--- config.mk ---
export PLATFORM = sky130hd
export DESIGN_NAME = biff8_unicode_string_parser_unit
export DESIGN_NICKNAME = d
export VERILOG_FILES = /design/src/rtl/core/b8usp_pkg.sv /design/src/rtl/core/b8usp_core.sv /design/src/rtl/core/biff8_unicode_string_parser_unit.sv
export SDC_FILE = /design/constraint.sdc
export NUM_CORES = 1
export LEC_CHECK = 0
export CORE_MARGIN = 2
export CORE_UTILIZATION = 45
export DETAILED_ROUTE_END_ITERATION = 12
export DONT_BUFFER_PORTS = 1
export SYNTH_ARGS = -nofsm -noshare
export SYNTH_HDL_FRONTEND = slang
export SYNTH_HIERARCHICAL = 1
export SYNTH_SLANG_ARGS = --single-unit
--- constraint.sdc ---
create_clock -name clk -period 15.75 [get_ports clk]
set_input_delay 2.3625 -clock clk [delete_from_list [all_inputs] [get_ports clk]]
set_output_delay 2.3625 -clock clk [all_outputs]
set_load 0.01 [all_outputs]
--- src/rtl/core/b8usp_pkg.sv ---
`default_nettype none
package b8usp_pkg;

  // Option byte bits
  localparam logic [7:0] OPT_BYTE_WIDE = 8'h01;
  localparam logic [7:0] OPT_BYTE_PHON = 8'h04;
  localparam logic [7:0] OPT_BYTE_RICH = 8'h08;

  // Packed option flags kept in state
  localparam int OPT_WIDE_BIT = 0;
  localparam int OPT_PHON_BIT = 1;
  localparam int OPT_RICH_BIT = 2;

  // Count prefix width selector
  localparam logic [1:0] LFB_ONE_BYTE = 2'd1;
  localparam logic [1:0] LFB_RESET    = 2'd2;

  localparam int IN_TDATA_W  = 24;
  localparam int IN_TUSER_W  = 2;
  localparam int OUT_TDATA_W = 48;

  typedef enum logic [3:0] {
    PH_IDLE   = 4'd0,
    PH_CNT_HI = 4'd1,
    PH_OPTS   = 4'd2,
    PH_RT_LO  = 4'd3,
    PH_RT_HI  = 4'd4,
    PH_SZ     = 4'd5,
    PH_CH_LO  = 4'd6,
    PH_CH_HI  = 4'd7,
    PH_RUNS   = 4'd8,
    PH_PHON   = 4'd9
  } phase_t;

  typedef struct packed {
    logic [7:0]  data_byte;
    logic        start_of_string;
    logic        length_known;
    logic [15:0] known_length;
    logic        end_of_data;
  } in_word_t;

  typedef struct packed {
    logic        emit;
    logic [15:0] code_unit;
    logic        has_char;
    logic        last;
    logic [31:0] field_bytes;
  } res_t;

  typedef struct packed {
    phase_t ph;
    logic   done;
  } tail_t;

  // Pick the phase after the header or a finished section: characters,
  // then run skip, then phonetic skip, else the field is complete.
  function automatic tail_t enter_tail(input logic chars_nz, input logic run_nz,
                                       input logic phon_nz);
    tail_t t;
    t.done = 1'b0;
    if (chars_nz)      t.ph = PH_CH_LO;
    else if (run_nz)   t.ph = PH_RUNS;
    else if (phon_nz)  t.ph = PH_PHON;
    else begin
      t.ph   = PH_IDLE;
      t.done = 1'b1;
    end
    return t;
  endfunction

endpackage
`default_nettype wire

--- src/rtl/core/b8usp_core.sv ---
`default_nettype none
module b8usp_core (
  input  wire logic               clk,
  input  wire logic               rst_n,
  input  wire logic               fire,
  input  wire b8usp_pkg::in_word_t word,
  input  wire logic [1:0]         lfb,
  output b8usp_pkg::res_t         res
);
  import b8usp_pkg::*;

  phase_t      phase_r, phase_nxt;
  logic [15:0] chars_r, chars_nxt;
  logic [2:0]  opt_r, opt_nxt;
  logic [17:0] run_r, run_nxt;
  logic [31:0] phon_r, phon_nxt;
  logic [31:0] bc_r, bc_nxt;
  logic [7:0]  low_r, low_nxt;
  logic [1:0]  fbi_r, fbi_nxt;

  // Working copies: a start with known length clears the field and enters options
  phase_t      ph_w;
  logic [15:0] chars_w;
  logic [2:0]  opt_w;
  logic [17:0] run_w;
  logic [31:0] phon_w;
  logic [31:0] bc_w;
  logic [7:0]  low_w;
  logic [1:0]  fbi_w;

  assign ph_w    = word.start_of_string ? PH_OPTS : phase_r;
  assign chars_w = word.start_of_string ? word.known_length : chars_r;
  assign opt_w   = word.start_of_string ? 3'd0 : opt_r;
  assign run_w   = word.start_of_string ? 18'd0 : run_r;
  assign phon_w  = word.start_of_string ? 32'd0 : phon_r;
  assign bc_w    = word.start_of_string ? 32'd0 : bc_r;
  assign low_w   = word.start_of_string ? 8'd0 : low_r;
  assign fbi_w   = word.start_of_string ? 2'd0 : fbi_r;

  // Next state and result for one byte
  always_comb begin
    tail_t       t;
    logic [15:0] cnt;
    logic [15:0] ch_dec;
    logic [17:0] run_dec;
    logic [31:0] phon_dec;
    logic [31:0] phon_or;
    logic [2:0]  flags;
    logic        eod;
    logic [7:0]  b;
    b         = word.data_byte;
    eod       = word.end_of_data;
    cnt       = {b, low_w};
    ch_dec    = chars_w - 16'd1;
    run_dec   = run_w - 18'd1;
    phon_dec  = phon_w - 32'd1;
    phon_or   = phon_w | ({24'd0, b} << {fbi_w, 3'b000});
    flags     = {(b & OPT_BYTE_RICH) != 8'd0, (b & OPT_BYTE_PHON) != 8'd0,
                 (b & OPT_BYTE_WIDE) != 8'd0};
    t         = '0;
    phase_nxt = ph_w;
    chars_nxt = chars_w;
    opt_nxt   = opt_w;
    run_nxt   = run_w;
    phon_nxt  = phon_w;
    bc_nxt    = bc_w + 32'd1;
    low_nxt   = low_w;
    fbi_nxt   = fbi_w;
    res       = '0;

    if (word.start_of_string && !word.length_known) begin
      // First byte of a counted field
      bc_nxt = 32'd1;
      if (lfb == LFB_ONE_BYTE) begin
        chars_nxt = {8'd0, b};
        if (b == 8'd0 && eod) begin
          phase_nxt = PH_IDLE;
          res.emit  = 1'b1;
          res.last  = 1'b1;
        end else begin
          phase_nxt = PH_OPTS;
        end
      end else begin
        low_nxt   = b;
        phase_nxt = PH_CNT_HI;
      end
    end else begin
      unique case (ph_w)
        PH_CNT_HI: begin
          chars_nxt = cnt;
          if (cnt == 16'd0 && eod) begin
            phase_nxt = PH_IDLE;
            res.emit  = 1'b1;
            res.last  = 1'b1;
          end else begin
            phase_nxt = PH_OPTS;
          end
        end
        PH_OPTS: begin
          if (chars_w == 16'd0 && eod) begin
            // Empty field: the would-be options byte is not counted
            bc_nxt    = bc_w;
            phase_nxt = PH_IDLE;
            res.emit  = 1'b1;
            res.last  = 1'b1;
          end else begin
            opt_nxt = flags;
            if (flags[OPT_RICH_BIT]) begin
              phase_nxt = PH_RT_LO;
            end else if (flags[OPT_PHON_BIT]) begin
              phase_nxt = PH_SZ;
              fbi_nxt   = 2'd0;
            end else begin
              t = enter_tail(chars_w != 16'd0, run_w != 18'd0, phon_w != 32'd0);
              phase_nxt = t.ph;
              res.emit  = t.done;
              res.last  = t.done;
            end
          end
        end
        PH_RT_LO: begin
          low_nxt   = b;
          phase_nxt = PH_RT_HI;
        end
        PH_RT_HI: begin
          run_nxt = {cnt, 2'b00};
          if (opt_w[OPT_PHON_BIT]) begin
            phase_nxt = PH_SZ;
            fbi_nxt   = 2'd0;
          end else begin
            t = enter_tail(chars_w != 16'd0, cnt != 16'd0, phon_w != 32'd0);
            phase_nxt = t.ph;
            res.emit  = t.done;
            res.last  = t.done;
          end
        end
        PH_SZ: begin
          if (fbi_w == 2'd3) begin
            // Clamp a negative phonetic size to zero
            phon_nxt = phon_or[31] ? 32'd0 : phon_or;
            fbi_nxt  = 2'd0;
            t = enter_tail(chars_w != 16'd0, run_w != 18'd0,
                           !phon_or[31] && phon_or != 32'd0);
            phase_nxt = t.ph;
            res.emit  = t.done;
            res.last  = t.done;
          end else begin
            phon_nxt = phon_or;
            fbi_nxt  = fbi_w + 2'd1;
          end
        end
        PH_CH_LO: begin
          if (opt_w[OPT_WIDE_BIT]) begin
            low_nxt   = b;
            phase_nxt = PH_CH_HI;
          end else begin
            // Latin-1 byte widened to one code unit
            chars_nxt = ch_dec;
            if (ch_dec == 16'd0) begin
              t = enter_tail(1'b0, run_w != 18'd0, phon_w != 32'd0);
              phase_nxt = t.ph;
            end
            res.emit      = 1'b1;
            res.has_char  = 1'b1;
            res.code_unit = {8'd0, b};
            res.last      = t.done;
          end
        end
        PH_CH_HI: begin
          chars_nxt = ch_dec;
          if (ch_dec == 16'd0) begin
            t = enter_tail(1'b0, run_w != 18'd0, phon_w != 32'd0);
            phase_nxt = t.ph;
          end else begin
            phase_nxt = PH_CH_LO;
          end
          res.emit      = 1'b1;
          res.has_char  = 1'b1;
          res.code_unit = cnt;
          res.last      = t.done;
        end
        PH_RUNS: begin
          run_nxt = run_dec;
          if (run_dec == 18'd0) begin
            t = enter_tail(1'b0, 1'b0, phon_w != 32'd0);
            phase_nxt = t.ph;
            res.emit  = t.done;
            res.last  = t.done;
          end
        end
        PH_PHON: begin
          phon_nxt = phon_dec;
          if (phon_dec == 32'd0) begin
            phase_nxt = PH_IDLE;
            res.emit  = 1'b1;
            res.last  = 1'b1;
          end
        end
        default: begin
          // Idle, or a code that means nothing: drop the byte
          bc_nxt    = bc_w;
          phase_nxt = PH_IDLE;
        end
      endcase
    end
    res.field_bytes = res.last ? bc_nxt : 32'd0;
  end

  // Hold parser state; advance only on a fired word
  always_ff @(posedge clk) begin
    if (!rst_n) begin
      phase_r <= PH_IDLE;
      chars_r <= '0;
      opt_r   <= '0;
      run_r   <= '0;
      phon_r  <= '0;
      bc_r    <= '0;
      low_r   <= '0;
      fbi_r   <= '0;
    end else if (fire) begin
      phase_r <= phase_nxt;
      chars_r <= chars_nxt;
      opt_r   <= opt_nxt;
      run_r   <= run_nxt;
      phon_r  <= phon_nxt;
      bc_r    <= bc_nxt;
      low_r   <= low_nxt;
      fbi_r   <= fbi_nxt;
    end
  end

endmodule
`default_nettype wire

--- src/rtl/core/biff8_unicode_string_parser_unit.sv ---
`default_nettype none
// Spreadsheet Unicode string field parser. Takes one data byte per word and
// returns at most one result word per input byte: a decoded character, or an
// empty word that closes a field; the closing word has tlast set and carries
// the field's byte length. Throughput is one byte per cycle unless the output
// stalls, set by the single pass of parser state logic; bytes pass the input
// register, the parser and the result register. cfg_wr_data selects a one-byte
// count prefix when 1 and a two-byte prefix otherwise; write it only while idle.
module biff8_unicode_string_parser_unit (
  input  wire logic                            clk,
  input  wire logic                            rst_n,
  input  wire logic                            cfg_wr_en,
  input  wire logic [1:0]                      cfg_wr_data,
  input  wire logic                            in_tvalid,
  output logic                                 in_tready,
  // data_byte[7:0], known_length[23:8]
  input  wire logic [b8usp_pkg::IN_TDATA_W-1:0] in_tdata,
  // start_of_string[0], length_known[1]
  input  wire logic [b8usp_pkg::IN_TUSER_W-1:0] in_tuser,
  input  wire logic                            in_tlast,
  output logic                                 out_tvalid,
  input  wire logic                            out_tready,
  // code_unit[15:0], field_bytes[47:16]
  output logic [b8usp_pkg::OUT_TDATA_W-1:0]    out_tdata,
  // has_char[0]
  output logic                                 out_tuser,
  output logic                                 out_tlast
);
  import b8usp_pkg::*;

  logic       lfb_r;
  logic [1:0] lfb_val_r;
  logic       in_valid_r;
  in_word_t   in_data_r;
  logic       out_valid_r;
  res_t       out_res_r;
  res_t       step_res;
  logic       advance;
  logic       fire;

  assign advance   = !out_valid_r || out_tready;
  assign fire      = in_valid_r && advance;
  assign in_tready = !in_valid_r || advance;

  // Configuration register
  always_ff @(posedge clk) begin
    if (!rst_n) begin
      lfb_val_r <= LFB_RESET;
      lfb_r     <= 1'b0;
    end else if (cfg_wr_en) begin
      lfb_val_r <= cfg_wr_data;
      lfb_r     <= 1'b1;
    end
  end

  // Input register: load whenever the slot is free or drains this cycle
  always_ff @(posedge clk) begin
    if (!rst_n) begin
      in_valid_r <= 1'b0;
    end else if (in_tready) begin
      in_valid_r <= in_tvalid;
    end
  end

  always_ff @(posedge clk) begin
    if (in_tready) begin
      in_data_r.data_byte       <= in_tdata[7:0];
      in_data_r.known_length    <= in_tdata[23:8];
      in_data_r.start_of_string <= in_tuser[0];
      in_data_r.length_known    <= in_tuser[1];
      in_data_r.end_of_data     <= in_tlast;
    end
  end

  b8usp_core u_core (
    .clk   (clk),
    .rst_n (rst_n),
    .fire  (fire),
    .word  (in_data_r),
    .lfb   (lfb_val_r),
    .res   (step_res)
  );

  // Result register
  always_ff @(posedge clk) begin
    if (!rst_n) begin
      out_valid_r <= 1'b0;
    end else if (advance) begin
      out_valid_r <= fire && step_res.emit;
    end
  end

  always_ff @(posedge clk) begin
    if (advance) begin
      out_res_r <= step_res;
    end
  end

  assign out_tvalid = out_valid_r;
  assign out_tdata  = {out_res_r.field_bytes, out_res_r.code_unit};
  assign out_tuser  = out_res_r.has_char;
  assign out_tlast  = out_res_r.last;

  // A result without a character must close its field
  a_empty_is_last: assert property (@(posedge clk) disable iff (!rst_n)
    out_valid_r |-> (out_res_r.has_char || out_res_r.last))
    else $error("empty result word not marked last");

  // Field length appears only on the closing word
  a_len_on_last: assert property (@(posedge clk) disable iff (!rst_n)
    (out_valid_r && !out_res_r.last) |-> (out_res_r.field_bytes == 32'd0))
    else $error("field length on a non-closing word");

  // A stalled input word stays in place
  a_in_hold: assert property (@(posedge clk) disable iff (!rst_n)
    (in_valid_r && !advance) |=> (in_valid_r && $stable(in_data_r)))
    else $error("input word lost during stall");

  // The prefix width keeps its reset value until the first write
  a_cfg_seen: assert property (@(posedge clk) disable iff (!rst_n)
    (!lfb_r) |-> (lfb_val_r == LFB_RESET))
    else $error("prefix width changed without a write");

endmodule
`default_nettype wire

==> impl_metrics.env, run 1 <==
export IMPL_grt_overflow=0
export IMPL_grt_pass1_vias=11536
export IMPL_fp_row_count=62
export IMPL_final_nets=1555
export IMPL_finalHoldViolCount=0
export IMPL_synthSimpleGateAreaFrac_pct=26.8
export IMPL_whs_ns=0.491
export IMPL_ant_nets=0
export IMPL_ctsHoldBuffers=0
export IMPL_core_mm2=0.0285
export IMPL_status="completed"
export IMPL_path_clk_slew_ns=0.08
export IMPL_wl_um=43300
export IMPL_required_ns=16.05
export IMPL_place_gp_congestion=0.964
export IMPL_htree_levels=4
export IMPL_cts_setup_buffers=0
export IMPL_synth_compound_area_share_pct=24.7
export IMPL_antenna_cells=0
export IMPL_rsz0062_at_grt="false"
export IMPL_post_cts_resized=0
export IMPL_ys_warn_count=6
export IMPL_cts_sinks=195
export IMPL_slowest_delay_ns=0.63
export IMPL_setup_tns_final_ns=0
export IMPL_hpwl_um=28400
export IMPL_synth_distinct_cells=90
export IMPL_irDropWorstVdd_mv=0.0588
export IMPL_finalCritPeriodShare_pct=35.6
export IMPL_path_cells="buf_12, clkinv_1, buf_4, nand2_1, ha_1, nor3b_1, nand4_2, o311ai_0, o211ai_1, nor4_1, nand4_1, a31o_1, nand2b_4, nor2_1"
export IMPL_min_path_type="flip-flop to flip-flop"
export IMPL_drcViolationCount=0
export IMPL_grt_pass1_wl_um=67600
export IMPL_synth_fa_ha_area_share_pct=0.774
export IMPL_synth_nets=1643
export IMPL_leakage_uw=0.00467
export IMPL_synthesis_area_mm2=0.0129
export IMPL_synth_xor_area_share_pct=3.86
export IMPL_start_util_pct=45.4
export IMPL_io_buffer_count=0
export IMPL_synth_edf_count=77
export IMPL_cts_buffer_depth=2
export IMPL_fin_crit_ns=5.61
export IMPL_antenna_found_initial=1
export IMPL_worst_pin_slew_ns=1.24
export IMPL_synth_main_ff_cell="dfxtp_1"
export IMPL_power_uw=1200
export IMPL_fin_skew_ns=0.0103
export IMPL_layout_commonest_cell="nor2_1"
export IMPL_pin_count=86
export IMPL_viasPerCell=6.59
export IMPL_cp_num_buf_inv=3
export IMPL_syn2layout_area_growth_pct=5.44
export IMPL_firstDrtPassIters=7
export IMPL_cts_root_buf="clkbuf_16"
export IMPL_die_area_mm2=0.0301
export IMPL_arrival_ns=5.91
export IMPL_drtIter0Drc=1515
export IMPL_crit_path_end_kind="flip-flop"
export IMPL_vias=12583
export IMPL_ys_seq_area_share_pct=36.1
export IMPL_critPathSlowestCell="ha_1"
export IMPL_wl_per_cell_um=22.7
export IMPL_power_density_mw_per_mm2=87.8
export IMPL_grt_usage_pct=28.4
export IMPL_syn_avg_cell_area_um2=8.08
export IMPL_cp_max_fo=139
export IMPL_dieHeight_um=174
export IMPL_synthesis_instances=1601
export IMPL_clock_latency_ns=0.45
export IMPL_setup_viol=0
export IMPL_fillers=2796
export IMPL_synthMuxAreaShare_pct=2.41
export IMPL_maxCapViolCount=0
export IMPL_cts_buffers=17
export IMPL_synthArstFlopShare_pct=0
export IMPL_ys_ff_latch=195
export IMPL_worst_setup_path_type="flip-flop to flip-flop"
export IMPL_die_x_um=174
export IMPL_max_freq_mhz=178
export IMPL_synth_top_family_by_area="simple AND/OR/NAND/NOR gates"
export IMPL_crit_family="simple AND/OR/NAND/NOR gates"
export IMPL_drive_gt1_share_pct=7.14
export IMPL_final_cell_mix="nor2_1 (191), o21ai_0 (154), nand2_1 (132), dfxtp_1 (118), a21oi_1 (110)"
export IMPL_grt_max_degree=140
export IMPL_cts_tree="done"
export IMPL_slew_violations=0
export IMPL_relSlewSlack_pct=16.4
export IMPL_cp_start_kind="flip-flop"
## worst paths after layout
| check | start | endpoint | slack (ns) | cells past startpoint |
|---|---|---|---|---|
| max | in_data_r[18]$_DFFE_PP_ | out_tdata[47]$_DFFE_PN_ | 10.14 | 14 |
| min | u_core/bc_r[6]$_SDFFE_PN0P_ | u_core/bc_r[6]$_SDFFE_PN0P_ | 0.49 | 2 |
| max reg2reg | in_data_r[18]$_DFFE_PP_ | out_tdata[47]$_DFFE_PN_ | 10.14 | 14 |
| min reg2reg | u_core/bc_r[6]$_SDFFE_PN0P_ | u_core/bc_r[6]$_SDFFE_PN0P_ | 0.49 | 2 |
## state kept, by name (all words and copies together), names as in the netlist
signal / count
in_data_r: 27
in_valid_r: 1
lfb_val_r: 2
out_tdata: 48
out_tlast: 1
out_tuser: 1
out_tvalid: 1
u_core/bc_r: 32
u_core/chars_r: 16
u_core/fbi_r: 2
u_core/low_r: 8
u_core/opt_r: 2
u_core/phase_r: 4
u_core/phon_r: 32
u_core/run_r: 18
## worst register-to-register path, stage by stage, from the launching register on
cell,delay (ns)
edfxtp_1,0.38
buf_12,0.42
clkinv_1,0.43
buf_4,0.39
nand2_1,0.27
ha_1,0.63
nor3b_1,0.31
nand4_2,0.27
o311ai_0,0.47
o211ai_1,0.22
nor4_1,0.36
nand4_1,0.26
a31o_1,0.43
nand2b_4,0.41
nor2_1,0.23
## synthesized netlist by cell type (10+ instances only)
library cell    n  area [um2]
dfxtp_1       118        2360
buf_2          16        80.1
nor2_1        191         717
clkbuf_1       98         368
nand3_1        36         180
nand2_1       132         495
a21oi_1       110         551
xor2_1         16         140
a32oi_1        13         114
or3_1          16         100
o211ai_1       14         105
nand4_1        15        93.8
nand2b_1       11        68.8
nor4_1         37         231
and3_1         17         106
xnor2_1        41         359
a31oi_1        16         100
o221ai_1       13         114
o21ai_0       154         771
a22o_1         13         114
nor3b_1        10        75.1
nor2_4         10         113
a22oi_1        43         323
o22ai_1        16         100
inv_1          32         120
mux2i_1        21         210
edfxtp_1       77        2310
nor2b_1        26         163
nor3_1         74         370
and2_1         13        81.3
## power breakdown
| group | switching [uW] | internal [uW] |
|---|---|---|
| sequential | 23.2 | 533 |
| clock | 236 | 219 |
| combinational | 122 | 64.9 |
## cell families (layout without fill, tap and decap cells)
family                     count (synthesis)  after routing
AOI/OAI and AO/OA                        495            495
adders and majority gates                  8              8
muxes                                     30             30
buffers and inverters                    161             86
DFF                                      195            195
xor gates and xnor gates                  57             57
and+or+nand+nor                          655            655
## metrics by stage
step	setup slack, ns	utilization (%)	std cells	area [um2]
global route	9.85	47.9	1910	13600
CTS	10.33	47.9	1910	13600
detailed placement	10.20	45.8	1878	13000
floorplan	10.65	-	1601	12900
finish	10.14	47.9	1910	13600
global placement	10.27	45.8	1878	13000
## metal layers
layer  vias to the layer above  global-route usage [%]  wire [um]
met5                         -                       0          0
met4                         0                    10.6       1250
met3                       101                    5.53       4500
met2                       743                    43.3      19200
met1                      5920                    39.9      18400
li1                       5819                       -          -
## layout make-up
cell class	count	area, um2	share of cell area (%)
multi-input combinational	1245	7590	55.6
sequential	195	4670	34.3
tap	384	480	3.52
clock buffer	18	429	3.15
clock inverter	14	174	1.27
timing repair buffer	21	170	1.25
inverter	33	124	0.908
Power figures use the tool's default switching activity.
==> inputs of run 2 (changes only) <==
Clock period 15.75 ns to 5.7 ns, I/O delays scaled along.
==> run 2 against run 1 <==
  * Non-clock buffer count grew 8
  * Die area is the same
  * Critical path type unchanged
  * Largest power group unchanged
  * Design area increased by 0.46%
  * Hold slack got worse by 0.032 ns
  * Utilization increased by 0.22 points
  * Critical endpoint is now out_tdata[21]$_DFFE_PN_
  * Register-to-register slack got worse by 9.4 ns
==> impl_metrics.env, run 2 (synthesis gave the netlist of run 1 again) <==
export IMPL_grt_pass1_vias=11853
export IMPL_cp_start_kind="flip-flop"
export IMPL_cts_setup_buffers=0
export IMPL_drtIter0Drc=1416
export IMPL_worst_pin_slew_ns=1.11
export IMPL_dp_slack_ns=0.939
export IMPL_post_cts_resized=0
export IMPL_leakage_uw=0.00471
export IMPL_cts_sinks=195
export IMPL_die_x_um=174
export IMPL_setup_viol=0
export IMPL_grt_overflow=0
export IMPL_max_freq_mhz=201
export IMPL_path_clk_slew_ns=0.09
export IMPL_place_gp_congestion=1.00
export IMPL_cts_buffers=17
export IMPL_pin_count=86
export IMPL_antenna_found_initial=2
export IMPL_combPwrFrac_pct=15.8
export IMPL_fin_skew_ns=0.0141
export IMPL_die_area_mm2=0.0301
export IMPL_slew_violations=0
export IMPL_power_density_mw_per_mm2=241
export IMPL_htree_levels=4
export IMPL_wl_per_cell_um=22.9
export IMPL_crit_path_end_kind="flip-flop"
export IMPL_p_switching_uw=1060
export IMPL_power_uw=3310
export IMPL_worst_slack_ns=0.719
export IMPL_rsz0062_at_grt="false"
export IMPL_largest_register_ffs=48
export IMPL_fp_row_count=62
export IMPL_ant_nets=0
export IMPL_cp_max_fo=18
export IMPL_irDropWorstVdd_mv=0.148
export IMPL_grt_usage_pct=28.9
export IMPL_fin_crit_ns=4.98
export IMPL_arrival_ns=5.18
export IMPL_cts_tree="done"
export IMPL_p_int_uw=2250
export IMPL_firstDrtPassIters=8
export IMPL_maxCapViolCount=0
export IMPL_p_clk_share_pct=37.8
export IMPL_seqPwrFrac_pct=46.4
export IMPL_grt_pass1_wl_um=68900
export IMPL_layout_commonest_cell="nor2_1"
export IMPL_hpwl_um=29500
export IMPL_sw_frac_of_total_pct=31.9
export IMPL_io_buffer_count=0
export IMPL_cts_buffer_depth=2
export IMPL_viasPerCell=6.63
export IMPL_required_ns=5.90
export IMPL_grt_max_degree=114
export IMPL_min_path_type="input pin to flip-flop"
export IMPL_finalHoldViolCount=0
export IMPL_dieHeight_um=174
export IMPL_syn2layout_area_growth_pct=5.93
export IMPL_final_cell_mix="nor2_1 (191), o21ai_0 (153), nand2_1 (132), dfxtp_1 (118), a21oi_1 (110)"
export IMPL_relSlewSlack_pct=25.3
export IMPL_final_nets=1563
export IMPL_start_util_pct=45.4
export IMPL_core_mm2=0.0285
export IMPL_drive_gt1_share_pct=7.63
export IMPL_vias=12714
export IMPL_setup_tns_final_ns=0
export IMPL_worst_setup_path_type="flip-flop to flip-flop"
export IMPL_cts_root_buf="clkbuf_16"
export IMPL_status="completed"
export IMPL_finalCritPeriodShare_pct=87.4
export IMPL_drcViolationCount=0
export IMPL_wl_um=44000
export IMPL_clock_latency_ns=0.46
export IMPL_ctsHoldBuffers=0
run 2: cell type report:
type,count,area [um2]
diodes,1,2.50
clock buffers,18,429
clock inverters,14,174
fillers,2790,14800
inverters,33,124
multi-input cells,1245,7590
flip-flops and latches,195,4670
well taps,384,480
repair buffers,29,230
run 2: stage by stage:
stage / instance area [um2] / instances / util [%] / hold slack [ns]
floorplan: 12900 / 1601 / - / 0.454
global placement: 13100 / 1886 / 46.0 / 0.473
detailed placement: 13100 / 1886 / 46.0 / 0.482
CTS: 13700 / 1918 / 48.1 / 0.445
global route: 13700 / 1918 / 48.1 / 0.448
finish: 13700 / 1919 / 48.1 / 0.459
run 2: power by group through the flow:
stage | sequential [uW] | clock, uW | combinational, uW
floorplan | 1530 | 0 | 400
global placement | 1560 | 0 | 503
detailed placement | 1560 | 0 | 504
CTS | 1530 | 1280 | 508
global route | 1540 | 1330 | 567
finish | 1540 | 1250 | 522
run 2: worst paths after layout:
| kind | start | to | slack, ns | cells past startpoint |
|---|---|---|---|---|
| worst max-delay path | in_data_r[18]$_DFFE_PP_ | out_tdata[21]$_DFFE_PN_ | 0.72 | 12 |
| worst min-delay path | rst_n | lfb_val_r[1]$_SDFFE_PN1P_ | 0.46 | 1 |
| worst max register to register | in_data_r[18]$_DFFE_PP_ | out_tdata[21]$_DFFE_PN_ | 0.72 | 12 |
| worst min register to register | u_core/bc_r[6]$_SDFFE_PN0P_ | u_core/bc_r[6]$_SDFFE_PN0P_ | 0.49 | 2 |
run 2: critical path, stage by stage, from the launching register on:
cell and delay, ns:
edfxtp_1 0.40, clkinv_1 0.61, nand2_1 0.31, ha_1 0.37, nor4b_1 0.66, nand3_1 0.21, mux2i_1 0.20, nand4_1 0.18
nor4_1 0.08, a2111oi_0 0.53, a31o_1 0.55, nand2b_4 0.48, nor2_1 0.12
run 2: layer usage:
metal	track usage (%)	part of all wire [%]	vias up	wire, um
met5	0	0	-	0
met3	5.61	9.3	114	4100
met4	10.9	3.0	0	1310
met2	44.7	45	727	19600
li1	-	-	5822	-
met1	40.0	43	6051	19000
